**config.mk**
```make
export PLATFORM = sky130hd
export DESIGN_NAME = tdsa_cfg
export DESIGN_NICKNAME = d
export VERILOG_FILES = /design/src/design/tdsa_pkg.sv /design/src/design/tdsa_cfg.sv
export SDC_FILE = /design/constraint.sdc
export NUM_CORES = 1
export LEC_CHECK = 0
export ABC_CLOCK_PERIOD_IN_PS = 2150
export BUFFER_PORTS_ARGS = -buffer_cell sky130_fd_sc_hd__buf_2
export CAP_MARGIN = 10
export CORE_MARGIN = 2
export CORE_UTILIZATION = 30
export DETAILED_ROUTE_END_ITERATION = 8
export GPL_TIMING_DRIVEN = 0
export PLACE_DENSITY = 0.67
export SLEW_MARGIN = 5
export SYNTH_ARGS = -nofsm -noshare
export SYNTH_HDL_FRONTEND = slang
export SYNTH_SLANG_ARGS = --single-unit
export TNS_END_PERCENT = 30
```
**constraint.sdc**
```tcl
create_clock -name clk -period 2.15 [get_ports clk]
set_clock_uncertainty 0.1 [all_clocks]
set_input_delay 0.5375 -clock clk [delete_from_list [all_inputs] [get_ports clk]]
set_output_delay 0.5375 -clock clk [all_outputs]
set_load 0.05 [all_outputs]
```
**src/design/tdsa_pkg.sv**
```systemverilog
// Package: sizes, codes and register types of the density scatter-accumulate.
`default_nettype none

package tdsa_pkg;

  localparam int MAP_ENTRIES = 1024;
  localparam int SLOTS       = 16;
  localparam int TILE_EDGE   = 32;

  localparam int COORD_W     = 16;
  localparam int AREA_W      = 32;
  localparam int TILES_W     = 11;
  localparam int SLOTCNT_W   = 5;
  localparam int MAPSLOT_W   = 16;
  localparam int MAPIDX_IN_W = 10;
  localparam int RSLOT_IN_W  = 4;
  localparam int RCELL_IN_W  = 10;

  localparam int EDGE_W      = $clog2(TILE_EDGE);
  localparam int CELLS       = TILE_EDGE * TILE_EDGE;
  localparam int CELL_W      = 2 * EDGE_W;
  localparam int SLOT_W      = (SLOTS > 1) ? $clog2(SLOTS) : 1;
  localparam int TOTAL_CELLS = SLOTS * CELLS;
  localparam int CELL_AW     = $clog2(TOTAL_CELLS);
  localparam int MAP_AW      = $clog2(MAP_ENTRIES);
  localparam int TX_W        = COORD_W - EDGE_W;
  localparam int PROD_W      = TX_W + TILES_W;
  localparam int IDX_W       = PROD_W + 1;

  localparam int PDATA_W     = 32;
  localparam int PADDR_W     = 3;
  localparam int REG_IDX_W   = 1;

  typedef enum logic [1:0] {
    REQ_MAP_WRITE  = 2'd0,
    REQ_ACCUMULATE = 2'd1,
    REQ_READ_CLEAR = 2'd2,
    REQ_UNUSED     = 2'd3
  } req_type_t;

  typedef enum logic [1:0] {
    ST_DONE         = 2'd0,
    ST_ZERO_AREA    = 2'd1,
    ST_NOT_OWNED    = 2'd2,
    ST_OUT_OF_RANGE = 2'd3
  } status_t;

  typedef enum logic [REG_IDX_W-1:0] {
    REG_TILES_ACROSS = 1'b0,
    REG_SLOT_COUNT   = 1'b1
  } reg_idx_t;

  typedef struct packed {
    logic [TILES_W-1:0]   tiles_across;
    logic [SLOTCNT_W-1:0] slot_count;
  } cfg_t;

endpackage

`default_nettype wire

```
**src/design/tdsa_cfg.sv**
```systemverilog
// APB-style register block: tiles_across and slot_count.
`default_nettype none

module tdsa_cfg
  import tdsa_pkg::*;
(
  input  wire logic               clk,
  input  wire logic               rst,
  input  wire logic               psel,
  input  wire logic               penable,
  input  wire logic               pwrite,
  input  wire logic [PADDR_W-1:0] paddr,
  input  wire logic [PDATA_W-1:0] pwdata,
  output logic      [PDATA_W-1:0] prdata,
  output logic                    pready,
  output cfg_t                    cfg
);

  reg_idx_t reg_idx;
  logic     wr_en;

  assign reg_idx = reg_idx_t'(paddr[PADDR_W-1:2]);
  assign wr_en   = psel && penable && pwrite && pready;
  assign pready  = 1'b1;

  always_ff @(posedge clk) begin
    if (rst) begin
      cfg.tiles_across <= TILES_W'(1);
      cfg.slot_count   <= SLOTCNT_W'(16);
    end else if (wr_en) begin
      unique case (reg_idx)
        REG_TILES_ACROSS: cfg.tiles_across <= pwdata[TILES_W-1:0];
        REG_SLOT_COUNT:   cfg.slot_count   <= pwdata[SLOTCNT_W-1:0];
        default: ;
      endcase
    end
  end

  always_comb begin
    unique case (reg_idx)
      REG_TILES_ACROSS: prdata = PDATA_W'(cfg.tiles_across);
      REG_SLOT_COUNT:   prdata = PDATA_W'(cfg.slot_count);
      default:          prdata = '0;
    endcase
  end

endmodule

`default_nettype wire

```
; ---- Yosys cells after proc, flatten, opt, wreduce, memory -nomap -nowiden
; Cells that the tools add are included.
[word_totals]
regBits = 16
out_inout_bits = 49
word_cells = 8
inputBits = 40
[op_classes]
reduce_logical = 4
mux = 1
bitwise = 1
[ops]
columns = cell, n
row1 = one-hot mux 32 bit (2 select lines), 1
row2 = AND reduction 2 bit, 2
row3 = logical AND 1 bit, 2
row4 = inverter 1 bit, 1

; ---- Longest topological paths before layout
; Gate-level depths: netlist of the first run.
[depth]
ltp_word = 3
ltp_mapped = 4
depth_no_buf = 2

; ---- Worst setup path after synthesis of the first run
; No wires, ideal clock.
[synth_path]
path_type = register -> output
startpoint = register cfg[15] in the netlist's numbering
endpoint = output port prdata[10]
path_slack_ns = 0.102
path_buffers = 0
path_stages_with_launch = 2
t_arrival_ns = 1.410
required_ns = 1.512
cell_sequence = dfxtp_1 -> nor2b_1
[synth_between]
elab_chain_len = 1
[synth_rtl]
columns = item, line_no
row1 = start: declaration, tdsa_cfg.sv:16  ; output cfg_t cfg
row2 = one-hot mux 32 bit (2 select lines), tdsa_cfg.sv:40  ; unique case (reg_idx)
row3 = end: declaration, tdsa_cfg.sv:14  ; output logic [PDATA_W-1:0] prdata,
; No other way between the ends. The select of a mux whose other input is x is not followed.

; ---- Worst setup path after layout of the first run
[layout_path]
startpoint = input port paddr[2]
endpoint = output port prdata[2]
[layout_between]
elab_chain_len = 2
[layout_rtl]
columns = item, line_no
row1 = start: declaration, tdsa_cfg.sv:12  ; input wire logic [PADDR_W-1:0] paddr,
row2 = inverter 1 bit, -
row3 = one-hot mux 32 bit (2 select lines) *, tdsa_cfg.sv:40
; Every way passes the cells marked *; elsewhere a longest branch is shown, timed or not. The select of a mux whose other input is x is not followed.

==> results.txt, run 1 <==
status: finished clean
global-route wire length before repair: 3.44 mm
Finished Core Util: 44.2%
clock period minus worst slack: 2.06 ns
H-tree depth: 1
Setup TNS: 0 ns
max-cap violations: 0
clk sinks: 16
final net count: 211
Worst Setup End Kind: primary output
largest register by flop count: cfg
maximum clock insertion buffer count: 2
aggregate global routing overflow: 0
Final Hold Slack: 0.392 ns
top layer in use: met4
crit start category: input pin
critical path class: in2out
n_diodes: 0
DR WL/cell: 10.2 um
synthesized area: 981 um2
critical path's most frequent cell: buf_2
Top Registers: cfg (16)
Finished Layout Cells: 214
port buffer count: 42
sequential area share after synthesis: 32.7%
Tot Pwr: 742 uW
CP max-delay cell: mux2_2
CTS clk-pin slew, worst paths: 0.10 ns
first-pass detailed-route iteration total: 4
Fin. Hold Viols: 0
die area: 3740 um2
Largest delay share family, worst path: buffers and inverters
Place WS: 0.00363 ns
Yosys reg bits: 16
Setup WS post-layout: 0.0914 ns
Post-Syn Instances: 104
initial DRC count: 14
clk_lat worst skew: 0.29 ns
P_leak: 0.715 nW
M1 WL: 849 um
Worst EP arrival: 1.42 ns
syn avg cell area: 9.43 um2
power density cells: 546 nW/um2
CTS tree: done
crit-path cells: buf_2 > buf_4 > mux2_2 > buf_2
Global Route Usage Sum: 12.5%
Core Region: 3080 um2
Clock Tree Root: clkbuf_4
fmax: 486 MHz
placed insts: 210
Required @ worst endpoint: 1.51 ns
Final Setup Violations: 0
commonest non-fill, non-tap cell in the layout: buf_2
vias in the first global route: 789
crit path buf inv count: 3
WL met3: 209 um
Die Y: 61.2 um
VDD IR max: 0.232 mV
Initial Util: 31.9%
Row Count: 20
detailed-route via count: 833
share of layout cells above drive strength 1: 45.9%
fin crit share: 95.7%
largest net degree at the start of global routing: 11
detailed placer's ending HPWL: 1.75 mm
CP Max Fanout: 10
gpl congestion: 0.699
die width: 61.2 um
met2 wire length: 1.10 mm
Routed Antenna Nets: 0
Ports: 89
Area after DPL: 1320 um2
cts bufs inserted: 3
initial antenna violation count: 0
synth-to-layout area growth: 38.6%
RSZ-0062 raised after global routing: no
fin. max-slew vios: 0
Finished Cell Area: 1360 um2
DRT Wirelength: 2.18 mm
crit-path max cell delay: 0.35 ns
HP Class: reg2reg
Syn. warnings: 0
# DRC: 0
routed vias/inst: 3.89
leading cell types in the layout, fill and taps excluded: buf_2 (44), nand2b_1 (25), buf_4 (23), conb_1 (22)
number of distinct library cells after synthesis: 14
Largest register FFs: 16
[tightest hold or removal path: cells and delay by family, from the launching register on]
family / cells / cell delay (ns)
mux: 1 / 0.05
flops: 1 / 0.33
simple gates: 1 / 0.07
[where the power goes]
part / switching (mW) / total, mW / internal (mW)
Sequential: 0.00454 / 0.307 / 0.303
Clock: 0.0965 / 0.200 / 0.103
Combinational: 0.164 / 0.235 / 0.0709
[repair_timing]
action / 4_1_cts / 5_1_grt
setup endpoints to repair: 2 / 0
setup buffers: 0 / 0
gates resized for setup: 1 / 0
hold buffers: 0 / 0
[final timing paths]
kind,start,end,slack (ns),depth (start not counted)
min reg2reg,cfg[11],cfg[11],0.39,2
max,paddr[2],prdata[2],0.09,4
min,cfg[11],cfg[11],0.39,2
max reg2reg,cfg[0],cfg[0],1.43,2
[cells in the mapped netlist, drive strengths merged]
cell type / instances / area [um2]
mux2i: 16 / 160
mux2: 5 / 56.3
nor2: 4 / 15.0
and4: 1 / 8.76
dfxtp: 16 / 320
nor2b: 6 / 37.5
clkbuf: 1 / 3.75
nand4: 1 / 6.26
and4b: 1 / 13.8
buf: 26 / 195
nand2b: 25 / 156
conb: 2 / 7.51
[routing by layer]
layer	global-route usage [%]	vias to the layer above
met5	0	-
met4	3.73	0
met3	2.31	2
met2	22.9	43
met1	14.6	364
li1	-	424
[cells by family after synthesis]
group	synth area share [%]
buffers and inverters	20.3
muxes	22.1
DFF	32.7
other	0.766
and+or+nand+nor	24.2
[layout make-up]
type,count,area [um2]
tap,44,55.1
multi-input combinational,81,537
clock buffer,4,36.3
buffer,27,201
fill,322,1720
sequential,16,320
timing repair buffer,42,210
(Power assumes the default switching activity.)
==> inputs of run 2 (changes only) <==
Settings changed: CORE_ASPECT_RATIO from default to 0.6, PLACE_DENSITY 0.67 to 0.78.
==> results.txt, run 2 (synthesized netlist as in run 1, its figures left out) <==
status: finished clean (unchanged)
H-tree depth: 1 (unchanged)
FF-to-FF End: cfg[1] (was cfg[0])
Top Registers: cfg (16) (unchanged)
gpl congestion: 0.685 (was 0.699)
Core Region: 3180 um2 (was 3080 um2)
first-pass detailed-route iteration total: 2 (was 4)
initial DRC count: 21 (was 14)
hold path depth: 2 (unchanged)
largest net degree at the start of global routing: 11 (unchanged)
clock period minus worst slack: 2.08 ns (was 2.06 ns)
Fin. Hold Viols: 0 (unchanged)
detailed-route via count: 793 (was 833)
initial antenna violation count: 0 (unchanged)
routed vias/inst: 3.69 (was 3.89)
commonest non-fill, non-tap cell in the layout: buf_2 (unchanged)
Required @ worst endpoint: 1.51 ns (about the same)
Global Route Usage Sum: 11.3% (was 12.5%)
Routed Antenna Nets: 0 (unchanged)
leading cell types in the layout, fill and taps excluded: buf_2 (44), nand2b_1 (25), buf_4 (22), conb_1 (22) (was buf_2 (44), nand2b_1 (25), buf_4 (23), conb_1 (22))
RR Startpoint: cfg[1] (was cfg[0])
Final Hold Slack: 0.382 ns (was 0.392 ns)
Ports: 89 (unchanged)
clk_lat worst skew: 0.25 ns (was 0.29 ns)
cells on worst reg2reg path: 2 (unchanged)
global-route wire length before repair: 3.11 mm (was 3.44 mm)
Die Y: 48.3 um (was 61.2 um)
fin. max-slew vios: 0 (unchanged)
port buffer count: 42 (unchanged)
detailed placer's ending HPWL: 1.60 mm (was 1.75 mm)
clk sinks: 16 (unchanged)
die width: 77.8 um (was 61.2 um)
Largest register FFs: 16 (unchanged)
fillcell total: 329 (was 322)
synth-to-layout area growth: 40.7% (was 38.6%)
die area: 3760 um2 (was 3740 um2)
vias in the first global route: 650 (was 789)
HP Start: cfg[7] (was cfg[11])
placed insts: 211 (was 210)
n_diodes: 0 (unchanged)
aggregate global routing overflow: 0 (unchanged)
DR WL/cell: 9.77 um (was 10.2 um)
P_leak: 0.723 nW (was 0.715 nW)
HP Class: reg2reg (unchanged)
RSZ-0062 raised after global routing: no (unchanged)
Clock Tree Root: clkbuf_8 (was clkbuf_4)
cts bufs inserted: 3 (unchanged)
max-cap violations: 0 (unchanged)
CTS clk-pin slew, worst paths: 0.07 ns (was 0.10 ns)
reg2reg setup slack: 1.43 ns (about the same)
CTS tree: done (unchanged)
Hold Path Sink: cfg[7] (was cfg[11])
Worst Setup End Kind: primary output (unchanged)
Setup TNS: 0 ns (unchanged)
Initial Util: 30.8% (was 31.9%)
CP Max Fanout: 10 (unchanged)
share of layout cells above drive strength 1: 45.9% (unchanged)
maximum clock insertion buffer count: 2 (unchanged)
largest register by flop count: cfg (unchanged)
Final Setup Violations: 0 (unchanged)
final net count: 211 (unchanged)
power density cells: 589 nW/um2 (was 546 nW/um2)
Finished Layout Cells: 215 (was 214)
Worst EP arrival: 1.44 ns (was 1.42 ns)
Row Count: 16 (was 20)
Tot Pwr: 813 uW (was 742 uW)
crit start category: input pin (unchanged)
fmax: 481 MHz (was 486 MHz)
critical path class: in2out (unchanged)
# DRC: 0 (unchanged)
VDD IR max: 0.256 mV (was 0.232 mV)
DRT Wirelength: 2.10 mm (was 2.18 mm)
fin crit share: 96.8% (was 95.7%)
run 2: cell types whose count changed in the layout (fill, tap and decap cells not counted):
cell / before / now
buf_4: 23 / 22
clkbuf_4: 3 / 1
clkbuf_8: 1 / 4
run 2: through the flow:
step / instance area, um2 / setup WS (ns) / util, %
6_report: 1380 / 0.0697 / 43.4
5_1_grt: 1380 / 0.0177 / 43.4
4_1_cts: 1380 / 0.00509 / 43.3
3_5_place_dp: 1320 / 0.00538 / 41.5
3_3_place_gp: 1320 / 0.0105 / 41.5
2_1_floorplan: 1060 / 0.102 / -
run 2: power breakdown:
part / internal, mW / switching, mW
Clock: 0.163 / 0.109
Combinational: 0.0708 / 0.163
Sequential: 0.303 / 0.00447
Total: 0.536 / 0.276
run 2: timing repair:
item | in CTS | in global routing
gates resized for setup | 0 | 1
endpoints found under the hold margin | 0 | 0
setup endpoints to repair | 0 | 4
hold buffers | 0 | 0
setup buffers | 0 | 0
run 2: area by class of cell:
| type | instances | area (um2) | share of cell area (%) |
|---|---|---|---|
| clock buffers | 4 | 55.1 | 3.99 |
| plain buffers | 27 | 201 | 14.6 |
| flip-flops and latches | 16 | 320 | 23.2 |
| multi-input cells | 81 | 537 | 38.9 |
| well taps | 45 | 56.3 | 4.08 |
| repair buffers | 42 | 210 | 15.2 |
run 2: how the worst max path moves through the flow:
stage	startpoint	end	slack, ns
after CTS	paddr[2]	prdata[4]	0.005
after detailed placement	paddr[2]	prdata[4]	0.005
after floorplan	cfg[15]	prdata[10]	0.10
after global placement	paddr[2]	prdata[2]	0.01
after global routing	paddr[2]	prdata[4]	0.02
final	paddr[2]	prdata[4]	0.07
run 2: per-layer routing:
layer  up-vias  share of wire, %  wire length [um]  track usage, %
met1       342                48               999            14.0
met5         -                 0                 0               0
met2        28                44               921            19.5
met4         0                 0                 0            1.07
li1        423                 -                 -               -
met3         0               8.6               180            5.00
run 2: worst max-delay path, cell delays in order:
cell and delay [ns]:
buf_2 0.11, clkbuf_4 0.23, mux2_2 0.35, buf_2 0.21
